$ cat config.mk
export PLATFORM = sky130hd
export DESIGN_NAME = i2c_master_bit_engine_unit
export DESIGN_NICKNAME = d
export VERILOG_FILES = /design/src/rtl/i2cbe_pkg.sv /design/src/rtl/i2cbe_front.sv /design/src/rtl/i2cbe_back.sv /design/src/rtl/i2c_master_bit_engine_unit.sv
export SDC_FILE = /design/constraint.sdc
export NUM_CORES = 1
export LEC_CHECK = 0
export BUFFER_PORTS_ARGS = -buffer_cell sky130_fd_sc_hd__buf_2
export CORE_ASPECT_RATIO = 0.75
export CORE_UTILIZATION = 60
export DETAILED_ROUTE_END_ITERATION = 8
export GPL_ROUTABILITY_DRIVEN = 0
export PLACE_DENSITY = 0.81
export SLEW_MARGIN = 20
export SYNTH_ARGS = -nofsm -noshare
export SYNTH_HDL_FRONTEND = slang
export SYNTH_SLANG_ARGS = --single-unit
$ cat constraint.sdc
create_clock -name clk -period 12.3 [get_ports clk]
set_clock_uncertainty 0.2 [all_clocks]
set_input_delay 0.615 -clock clk [delete_from_list [all_inputs] [get_ports clk]]
set_output_delay 0.615 -clock clk [all_outputs]
set_load 0.02 [all_outputs]
$ cat src/rtl/i2cbe_pkg.sv
`default_nettype none
// ----------------------------------------------------------------------------
// i2cbe_pkg: shared types and constants of the I2C master bit engine
// Command codes, register indexes, tick word layout and decoded word type.
// ----------------------------------------------------------------------------
package i2cbe_pkg;

    localparam int DATA_BITS  = 8;
    localparam int CFG_IDX_W  = 2;
    localparam int CFG_DATA_W = 16;

    // command codes as carried in the operation field
    typedef enum logic [2:0] {
        OP_START = 3'd0,
        OP_STOP  = 3'd1,
        OP_WRITE = 3'd2,
        OP_READ  = 3'd3,
        OP_WAIT  = 3'd4
    } op_t;

    // register indexes on the configuration channel
    typedef enum logic [CFG_IDX_W-1:0] {
        CFG_PHASE_TICKS = 2'd0,
        CFG_ACK_TIMEOUT = 2'd1
    } cfg_idx_t;

    // phase steps; the poll step only occurs for a wait for acknowledge
    localparam logic [1:0] STEP_0    = 2'd0;
    localparam logic [1:0] STEP_1    = 2'd1;
    localparam logic [1:0] STEP_2    = 2'd2;
    localparam logic [1:0] STEP_3    = 2'd3;
    localparam logic [1:0] STEP_POLL = 2'd2;

    // decoded tick word handed from the front to the back
    typedef struct packed {
        logic                 start;   // valid command with a known code
        op_t                  op;
        logic [DATA_BITS-1:0] tx_byte;
        logic                 send_ack;
        logic                 sda_in;
    } tick_t;

    typedef struct packed {
        logic [15:0] phase_ticks;
        logic [7:0]  ack_timeout;
    } cfg_t;

endpackage

`default_nettype wire

$ cat src/rtl/i2cbe_front.sv
`default_nettype none
// ----------------------------------------------------------------------------
// i2cbe_front: tick word intake
// Decodes each incoming tick word and holds it in a two-entry queue.
// ----------------------------------------------------------------------------
module i2cbe_front
    import i2cbe_pkg::*;
(
    input  wire logic       clk,
    input  wire logic       rst_n,
    input  wire logic       in_valid,
    output logic            in_ready,
    input  wire logic       command_valid,
    input  wire logic [2:0] operation,
    input  wire logic [7:0] tx_byte,
    input  wire logic       send_ack,
    input  wire logic       sda_in,
    output logic            q_valid,
    input  wire logic       q_pop,
    output tick_t           q_word
);

    tick_t       mem [2];
    logic        wr_ptr_reg, wr_ptr_next;
    logic        rd_ptr_reg, rd_ptr_next;
    logic [1:0]  count_reg, count_next;
    logic        push, pop;
    tick_t       dec;

    // classify: unknown codes never start a command
    always_comb
    begin
        dec.start    = command_valid && (operation <= OP_WAIT);
        dec.op       = op_t'(operation);
        dec.tx_byte  = tx_byte;
        dec.send_ack = send_ack;
        dec.sda_in   = sda_in;
    end

    assign in_ready = (count_reg != 2'd2);
    assign push     = in_valid && in_ready;
    assign pop      = q_pop && (count_reg != 2'd0);
    assign q_valid  = (count_reg != 2'd0);
    assign q_word   = mem[rd_ptr_reg];

    always_comb
    begin
        wr_ptr_next = push ? ~wr_ptr_reg : wr_ptr_reg;
        rd_ptr_next = pop ? ~rd_ptr_reg : rd_ptr_reg;
        count_next  = count_reg + {1'b0, push} - {1'b0, pop};
    end

    always_ff @(posedge clk)
    begin
        if (push)
        begin
            mem[wr_ptr_reg] <= dec;
        end
    end

    always_ff @(posedge clk or negedge rst_n)
    begin
        if (!rst_n)
        begin
            wr_ptr_reg <= 1'b0;
            rd_ptr_reg <= 1'b0;
            count_reg  <= 2'd0;
        end
        else
        begin
            wr_ptr_reg <= wr_ptr_next;
            rd_ptr_reg <= rd_ptr_next;
            count_reg  <= count_next;
        end
    end

endmodule

`default_nettype wire

$ cat src/rtl/i2cbe_back.sv
`default_nettype none
// ----------------------------------------------------------------------------
// i2cbe_back: line sequencer
// Steps the SCL/SDA phase machine once per tick word and holds the result.
// ----------------------------------------------------------------------------
module i2cbe_back
    import i2cbe_pkg::*;
#(
    parameter int PHASE_COUNT_WIDTH = 16
)
(
    input  wire logic        clk,
    input  wire logic        rst_n,
    input  cfg_t             cfg,
    input  wire logic        q_valid,
    output logic             q_pop,
    input  tick_t            q_word,
    output logic             out_valid,
    input  wire logic        out_ready,
    output logic             scl_level,
    output logic             sda_level,
    output logic             sda_driving,
    output logic             busy_res,
    output logic             done_res,
    output logic [7:0]       rx_byte,
    output logic             ack_missing
);

    localparam int PCW = PHASE_COUNT_WIDTH;

    op_t                  cmd_reg, cmd_next;
    logic [DATA_BITS-1:0] shift_reg, shift_next;
    logic [3:0]           bit_reg, bit_next;
    logic [1:0]           step_reg, step_next;
    logic [PCW-1:0]       pcnt_reg, pcnt_next;
    logic [7:0]           ackw_reg, ackw_next;
    logic                 ack_choice_reg, ack_choice_next;
    logic                 busy_reg, busy_next;
    logic                 scl_reg, scl_next;
    logic                 sda_reg, sda_next;
    logic                 drive_reg, drive_next;
    logic [DATA_BITS-1:0] rx_reg, rx_next;
    logic                 err_reg, err_next;
    logic                 done_reg, done_next;
    logic                 valid_reg;

    logic                 take;
    logic [31:0]          ticks_wide;
    logic [PCW-1:0]       reload;
    logic [PCW-1:0]       pdec;
    logic [3:0]           bit_inc;
    logic [8:0]           ackw_inc;

    assign take  = q_valid && (!valid_reg || out_ready);
    assign q_pop = take;

    // truncate or widen the phase length, zero counts as one
    assign ticks_wide = {16'd0, cfg.phase_ticks};
    assign reload     = (ticks_wide[PCW-1:0] == '0) ? PCW'(1) : ticks_wide[PCW-1:0];
    assign pdec       = pcnt_reg - PCW'(pcnt_reg != '0);
    assign bit_inc    = bit_reg + 4'd1;
    assign ackw_inc   = {1'b0, ackw_reg} + 9'd1;

    always_comb
    begin
        cmd_next        = cmd_reg;
        shift_next      = shift_reg;
        bit_next        = bit_reg;
        step_next       = step_reg;
        pcnt_next       = pcnt_reg;
        ackw_next       = ackw_reg;
        ack_choice_next = ack_choice_reg;
        busy_next       = busy_reg;
        scl_next        = scl_reg;
        sda_next        = sda_reg;
        drive_next      = drive_reg;
        rx_next         = rx_reg;
        err_next        = err_reg;
        done_next       = 1'b0;

        if (!busy_reg)
        begin
            if (q_word.start)
            begin
                cmd_next  = q_word.op;
                busy_next = 1'b1;
                bit_next  = 4'd0;
                ackw_next = 8'd0;
                step_next = STEP_0;
                pcnt_next = reload;
                unique case (q_word.op)
                    OP_START:
                    begin
                        drive_next = 1'b1;
                        sda_next   = 1'b1;
                        scl_next   = 1'b1;
                    end
                    OP_STOP:
                    begin
                        drive_next = 1'b1;
                        scl_next   = 1'b0;
                        sda_next   = 1'b0;
                    end
                    OP_WRITE:
                    begin
                        sda_next   = q_word.tx_byte[DATA_BITS-1];
                        shift_next = {q_word.tx_byte[DATA_BITS-2:0], 1'b0};
                        drive_next = 1'b1;
                        scl_next   = 1'b0;
                    end
                    OP_READ:
                    begin
                        ack_choice_next = q_word.send_ack;
                        shift_next      = '0;
                        drive_next      = 1'b0;
                        sda_next        = 1'b1;
                        scl_next        = 1'b0;
                    end
                    default:
                    begin
                        drive_next = 1'b0;
                        sda_next   = 1'b1;
                    end
                endcase
            end
        end
        else if (cmd_reg == OP_WAIT && step_reg == STEP_POLL)
        begin
            if (!q_word.sda_in)
            begin
                scl_next  = 1'b0;
                err_next  = 1'b0;
                done_next = 1'b1;
            end
            else if (ackw_inc > {1'b0, cfg.ack_timeout})
            begin
                // timed out: flag and run a full stop condition
                err_next   = 1'b1;
                cmd_next   = OP_STOP;
                drive_next = 1'b1;
                scl_next   = 1'b0;
                sda_next   = 1'b0;
                step_next  = STEP_0;
                pcnt_next  = reload;
            end
            else
            begin
                ackw_next = ackw_inc[7:0];
            end
        end
        else
        begin
            pcnt_next = pdec;
            if (pdec == '0)
            begin
                unique case (cmd_reg)
                    OP_START:
                    begin
                        if (step_reg == STEP_0)
                        begin
                            sda_next  = 1'b0;
                            step_next = STEP_1;
                            pcnt_next = reload;
                        end
                        else
                        begin
                            scl_next  = 1'b0;
                            done_next = 1'b1;
                        end
                    end
                    OP_STOP:
                    begin
                        if (step_reg == STEP_0)
                        begin
                            sda_next  = 1'b1;
                            scl_next  = 1'b1;
                            step_next = STEP_1;
                            pcnt_next = reload;
                        end
                        else
                        begin
                            done_next = 1'b1;
                        end
                    end
                    OP_WRITE:
                    begin
                        if (step_reg == STEP_0)
                        begin
                            scl_next  = 1'b1;
                            step_next = STEP_1;
                            pcnt_next = reload;
                        end
                        else if (step_reg == STEP_1)
                        begin
                            scl_next  = 1'b0;
                            step_next = STEP_2;
                            pcnt_next = reload;
                        end
                        else
                        begin
                            bit_next = bit_inc;
                            if (bit_inc >= 4'(DATA_BITS))
                            begin
                                done_next = 1'b1;
                            end
                            else
                            begin
                                sda_next   = shift_reg[DATA_BITS-1];
                                shift_next = {shift_reg[DATA_BITS-2:0], 1'b0};
                                drive_next = 1'b1;
                                scl_next   = 1'b0;
                                step_next  = STEP_0;
                                pcnt_next  = reload;
                            end
                        end
                    end
                    OP_READ:
                    begin
                        unique case (step_reg)
                            STEP_0:
                            begin
                                // sample on the tick SCL rises
                                scl_next   = 1'b1;
                                shift_next = {shift_reg[DATA_BITS-2:0], q_word.sda_in};
                                step_next  = STEP_1;
                                pcnt_next  = reload;
                            end
                            STEP_1:
                            begin
                                bit_next  = bit_inc;
                                scl_next  = 1'b0;
                                pcnt_next = reload;
                                if (bit_inc >= 4'(DATA_BITS))
                                begin
                                    rx_next    = shift_reg;
                                    drive_next = 1'b1;
                                    sda_next   = !ack_choice_reg;
                                    step_next  = STEP_2;
                                end
                                else
                                begin
                                    step_next = STEP_0;
                                end
                            end
                            STEP_2:
                            begin
                                scl_next  = 1'b1;
                                step_next = STEP_3;
                                pcnt_next = reload;
                            end
                            default:
                            begin
                                scl_next  = 1'b0;
                                done_next = 1'b1;
                            end
                        endcase
                    end
                    default:
                    begin
                        // wait for acknowledge: raise SCL, then poll
                        if (step_reg == STEP_0)
                        begin
                            scl_next  = 1'b1;
                            step_next = STEP_1;
                            pcnt_next = reload;
                        end
                        else
                        begin
                            step_next = STEP_POLL;
                            ackw_next = 8'd0;
                        end
                    end
                endcase
            end
        end

        if (done_next)
        begin
            busy_next = 1'b0;
        end
    end

    always_ff @(posedge clk or negedge rst_n)
    begin
        if (!rst_n)
        begin
            cmd_reg        <= OP_START;
            shift_reg      <= '0;
            bit_reg        <= 4'd0;
            step_reg       <= STEP_0;
            pcnt_reg       <= '0;
            ackw_reg       <= 8'd0;
            ack_choice_reg <= 1'b0;
            busy_reg       <= 1'b0;
            scl_reg        <= 1'b1;
            sda_reg        <= 1'b1;
            drive_reg      <= 1'b1;
            rx_reg         <= '0;
            err_reg        <= 1'b0;
            done_reg       <= 1'b0;
            valid_reg      <= 1'b0;
        end
        else
        begin
            if (take)
            begin
                cmd_reg        <= cmd_next;
                shift_reg      <= shift_next;
                bit_reg        <= bit_next;
                step_reg       <= step_next;
                pcnt_reg       <= pcnt_next;
                ackw_reg       <= ackw_next;
                ack_choice_reg <= ack_choice_next;
                busy_reg       <= busy_next;
                scl_reg        <= scl_next;
                sda_reg        <= sda_next;
                drive_reg      <= drive_next;
                rx_reg         <= rx_next;
                err_reg        <= err_next;
                done_reg       <= done_next;
                valid_reg      <= 1'b1;
            end
            else if (out_ready)
            begin
                valid_reg <= 1'b0;
            end
        end
    end

    assign out_valid   = valid_reg;
    assign scl_level   = scl_reg;
    assign sda_level   = sda_reg;
    assign sda_driving = drive_reg;
    assign busy_res    = busy_reg;
    assign done_res    = done_reg;
    assign rx_byte     = rx_reg;
    assign ack_missing = err_reg;

endmodule

`default_nettype wire

$ cat src/rtl/i2c_master_bit_engine_unit.sv
`default_nettype none
// ----------------------------------------------------------------------------
// i2c_master_bit_engine_unit: I2C master bit engine
// One tick word in, one line-state word out; sequences SCL/SDA phase by phase.
// ----------------------------------------------------------------------------
//  channel   direction  handshake                 payload
//  s_*       in         s_tvalid / s_tready       tick word (tuser, tdata)
//  m_*       out        m_tvalid / m_tready       line-state word (tdata)
//  cfg_*     in         cfg_valid / cfg_ready     register index + data
//
//  One tick word per clock sustained while m_tready keeps up; each accepted
//  word passes through the intake queue, then the sequencer's result register,
//  which drives m_tdata. The sequencer state steps once per word, so the phase
//  update sets the rate. Reset leaves both lines high and driven, the engine idle.
//  A stalled m_tready holds the result; the two-entry queue keeps s_tready
//  high until it fills. cfg_ready is always high.
// ----------------------------------------------------------------------------
module i2c_master_bit_engine_unit
    import i2cbe_pkg::*;
#(
    parameter int PHASE_COUNT_WIDTH = 16
)
(
    input  wire logic                  clk,
    input  wire logic                  rst_n,
    input  wire logic                  s_tvalid,
    output logic                       s_tready,
    // [0] command_valid, [3:1] operation
    input  wire logic [3:0]            s_tuser,
    // [7:0] tx_byte, [8] send_ack, [9] sda_in, [15:10] zero
    input  wire logic [15:0]           s_tdata,
    output logic                       m_tvalid,
    input  wire logic                  m_tready,
    // [0] scl_level, [1] sda_level, [2] sda_driving, [3] busy_res,
    // [4] done_res, [12:5] rx_byte, [13] ack_missing, [15:14] zero
    output logic [15:0]                m_tdata,
    input  wire logic                  cfg_valid,
    output logic                       cfg_ready,
    input  wire logic [CFG_IDX_W-1:0]  cfg_index,
    input  wire logic [CFG_DATA_W-1:0] cfg_data
);

    cfg_t        cfg_reg;
    tick_t       q_word;
    logic        q_valid;
    logic        q_pop;
    logic        scl_level, sda_level, sda_driving, busy_res, done_res, ack_missing;
    logic [7:0]  rx_byte;

    assign cfg_ready = 1'b1;

    always_ff @(posedge clk or negedge rst_n)
    begin
        if (!rst_n)
        begin
            cfg_reg.phase_ticks <= 16'd50;
            cfg_reg.ack_timeout <= 8'd250;
        end
        else if (cfg_valid)
        begin
            unique case (cfg_index)
                CFG_PHASE_TICKS: cfg_reg.phase_ticks <= cfg_data;
                CFG_ACK_TIMEOUT: cfg_reg.ack_timeout <= cfg_data[7:0];
                default:         ;
            endcase
        end
    end

    i2cbe_front u_front (
        .clk           (clk),
        .rst_n         (rst_n),
        .in_valid      (s_tvalid),
        .in_ready      (s_tready),
        .command_valid (s_tuser[0]),
        .operation     (s_tuser[3:1]),
        .tx_byte       (s_tdata[7:0]),
        .send_ack      (s_tdata[8]),
        .sda_in        (s_tdata[9]),
        .q_valid       (q_valid),
        .q_pop         (q_pop),
        .q_word        (q_word)
    );

    i2cbe_back #(
        .PHASE_COUNT_WIDTH (PHASE_COUNT_WIDTH)
    ) u_back (
        .clk         (clk),
        .rst_n       (rst_n),
        .cfg         (cfg_reg),
        .q_valid     (q_valid),
        .q_pop       (q_pop),
        .q_word      (q_word),
        .out_valid   (m_tvalid),
        .out_ready   (m_tready),
        .scl_level   (scl_level),
        .sda_level   (sda_level),
        .sda_driving (sda_driving),
        .busy_res    (busy_res),
        .done_res    (done_res),
        .rx_byte     (rx_byte),
        .ack_missing (ack_missing)
    );

    assign m_tdata = {2'b00, ack_missing, rx_byte, done_res, busy_res,
                      sda_driving, sda_level, scl_level};

    // a completing command never reports itself busy
    assert property (@(posedge clk) disable iff (!rst_n)
        (m_tvalid && done_res) |-> !busy_res)
    else $error("done asserted while busy");

    // released SDA always reads high in the output latch
    assert property (@(posedge clk) disable iff (!rst_n)
        (m_tvalid && !sda_driving) |-> sda_level)
    else $error("SDA released with low latch");

    // every accepted word is followed by a valid result on the output
    assert property (@(posedge clk) disable iff (!rst_n)
        (s_tvalid && s_tready) |-> ##2 m_tvalid)
    else $error("accepted word did not reach the output");

endmodule

`default_nettype wire

==> summary.md <==
| Metric | Value |
|---|---|
| Clk slew on worst S/H paths | `60 ps` |
| Final Cell Area | `0.00728 mm²` |
| Final period util | `0.385` |
| #FFs+latches synth | `113` |
| Drt total wl | `14900 µm` |
| Sink Count | `113` |
| Root buffer cell | `clkbuf_16` |
| Pwr/cell area | `230 mW/mm²` |
| CTS Buffer Depth | `2` |
| Max incr delay on CP | `720 ps` |
| Antenna violations before repair | `0` |
| Sequential share of the synthesized area | `0.463` |
| CTS Buf Count | `17` |
| Fin. max-slew vios | `0` |
| Wire per inst | `18.7 µm` |
| Die height | `91.7 µm` |
| P&R area growth vs syn | `13.1%` |
| Cell Rows | `32` |
| CORE AREA | `0.0104 mm²` |
| Io pins | `62` |
| GRT overflow | `0` |
| Max reg flops | `28` |
| Post-CTS Setup Repair Bufs | `0` |
| Slowest CP cell | `o311ai_0` |
| Crit start category | `flop` |
| Min Tclk post-route | `4740 ps` |
| Cell count after synthesis | `613` |
| Final Net Count | `713` |
| Starting DRT DRC Count | `651` |
| First-pass GRT wire length | `24400 µm` |
| 1st-pass router iterations | `5` |
| Worst hold path type | `input port to flop` |
| Ant. Diodes | `0` |
| Mean Syn Cell Area | `10.5 µm²` |
| Residual DRC | `0` |
| Final Hold Vio Count | `0` |
| Critical path peak fanout | `16` |
| Largest net degree at the start of global routing | `60` |
| Final core utilization | `0.702` |
| Clock Latency Late Sink | `420 ps` |
| Die width | `122 µm` |
| Vias in the first global route | `4856` |
| FILL cells | `730` |
| P_leak | `0.00316 µW` |
| Slew margin rel. | `0.330` |
| Fmax | `211 MHz` |
| Warnings from Yosys | `0` |
| Synth Cell Area | `0.00644 mm²` |
| Critical-path cell list | `or4_1, nor3_1, nand4_1, ha_1, ha_1, nand2_1, inv_1, o311ai_0, o21ba_1, a31oi_4, nor2_1, a221o_1` |
| Synth cell types | `78` |
| Post-DP HPWL | `10400 µm` |
| Post-synth EDFFs | `28` |
| Crit path required time | `12390 ps` |
| CTS tree | `yes` |
| Placement Cell Area | `0.00669 mm²` |
| Layout cells sized above 1 | `0.241` |
| Asr flop ratio synth | `0.752` |
| Fin Hold WS | `184 ps` |
| Final setup TNS | `0 ps` |
| Total of max-cap violations | `0` |
| Initial Util | `0.621` |
| H-tree depth | `4` |
| CTS Hold Buffers Added | `1` |
| RSZ-0062 raised after global routing | `no` |
| Routed Antenna Nets | `0` |
| Worst-Margin Slew | `1000 ps` |
| Peak VDD IR | `157 µV` |
| Gates resized, CTS repair | `0` |
| WP data arrival | `4840 ps` |
| Total GRT Usage | `0.290` |
| Vias | `5096` |
| WS Path Type | `flop to flop` |
| Status | `complete, no violations` |
| Die outline area | `0.0112 mm²` |
| CP most frequent cell | `ha_1` |
| DR vias/cell | `6.38` |
| Synth Flop Type | `dfrtp_1` |
| Final Setup Violations | `0` |
| CP Capture Type | `flop` |
| Port Buffers | `52` |
[through the flow]
| stage | worst slack (ps) | power [µW] | cells |
|---|---|---|---|
| after floorplan | 8310 | 1050 | 614 |
| after global placement | 7680 | 1150 | 766 |
| after detailed placement | 7610 | 1180 | 766 |
| after CTS | 7580 | 1660 | 799 |
| after global routing | 7250 | 1760 | 799 |
| final | 7560 | 1680 | 799 |
[power breakdown]
group	switching (µW)	internal (µW)	total, µW
Clock	170	307	478
Sequential	141	493	634
Combinational	337	229	566
[cell usage in the layout (no fill, tap or decap), drive strengths merged, types with 16 or more instances in the layout]
| master | synthesis | layout |
|---|---|---|
| dfrtp | 73 | 73 |
| buf | 20 | 55 |
| nand2 | 48 | 48 |
| mux2 | 46 | 46 |
| nor2 | 43 | 43 |
| inv | 30 | 30 |
| mux2i | 28 | 28 |
| edfxtp | 28 | 28 |
| o21ai | 28 | 28 |
| a21oi | 26 | 26 |
| nand3 | 23 | 23 |
| clkbuf | 19 | 22 |
| ha | 20 | 20 |
| nor3 | 16 | 16 |
[logic make-up (layout without fill, tap and decap cells)]
family                     after synthesis  after routing  share of synthesized area
and+or+nand+nor                        194            194                      0.163
other                                    2              3                    0.00117
AOI/OAI and AO/OA                      130            130                      0.143
buffers and inverters                   69            118                     0.0511
adders and majority gates               20             20                     0.0389
DFF                                    113            113                      0.463
xor gates and xnor gates                11             11                     0.0150
muxes                                   74             74                      0.124
[metal layers]
layer | wire length (µm) | part of all wire | GRT usage | vias up
li1 | - | - | - | 2326
met5 | 0 | 0 | 0 | -
met4 | 281 | 0.019 | 0.117 | 0
met3 | 1270 | 0.085 | 0.0765 | 32
met1 | 6460 | 0.43 | 0.407 | 2483
met2 | 6910 | 0.46 | 0.425 | 255
[cell type report]
cell class,instances,area (µm²),area share
Multi-Input combinational cell,432,3150,0.432
Sequential cell,113,2980,0.410
Clock buffer,22,464,0.0637
Timing Repair Buffer,56,295,0.0405
Tap cell,136,170,0.0234
Clock inverter,10,113,0.0155
Inverter,30,113,0.0155
[final timing paths]
kind                       slack, ps             endpoint  cells past startpoint               start
setup / recovery                7560   u_back.pcnt_reg[3]                     12  u_back.pcnt_reg[7]
hold / removal                   180    u_front.mem[1][5]                      1          s_tdata[3]
setup reg to reg                7560   u_back.pcnt_reg[3]                     12  u_back.pcnt_reg[7]
max in group asynchronous      10370   u_back.ackw_reg[6]                      3               rst_n
min in group asynchronous        460  u_back.pcnt_reg[13]                      2               rst_n
hold reg to reg                  310    u_back.rx_byte[3]                      1   u_back.rx_byte[3]
[critical path: cells and delay by family, from the launching register on]
kind            cells  cell delay, ps
compound gates      4            2060
simple gates        5            1210
fa+ha+maj           2             630
flops               1             490
buf+inv             1              50
[Yosys cell counts, types with 9 or more instances]
library cell / count / area, µm²
mux2_2: 46 / 518
o21ai_0: 27 / 135
dfstp_2: 12 / 315
clkbuf_1: 19 / 71.3
edfxtp_1: 28 / 841
dfrtp_1: 73 / 1830
buf_4: 9 / 67.6
ha_1: 20 / 250
nand3_1: 23 / 115
nor3_1: 16 / 80.1
a21oi_1: 25 / 125
mux2i_1: 28 / 280
nor2_1: 43 / 161
nand2_1: 47 / 176
inv_1: 30 / 113
o31ai_1: 9 / 67.6
nand4_1: 11 / 68.8
Note: power is estimated with default switching activity, not from simulation.
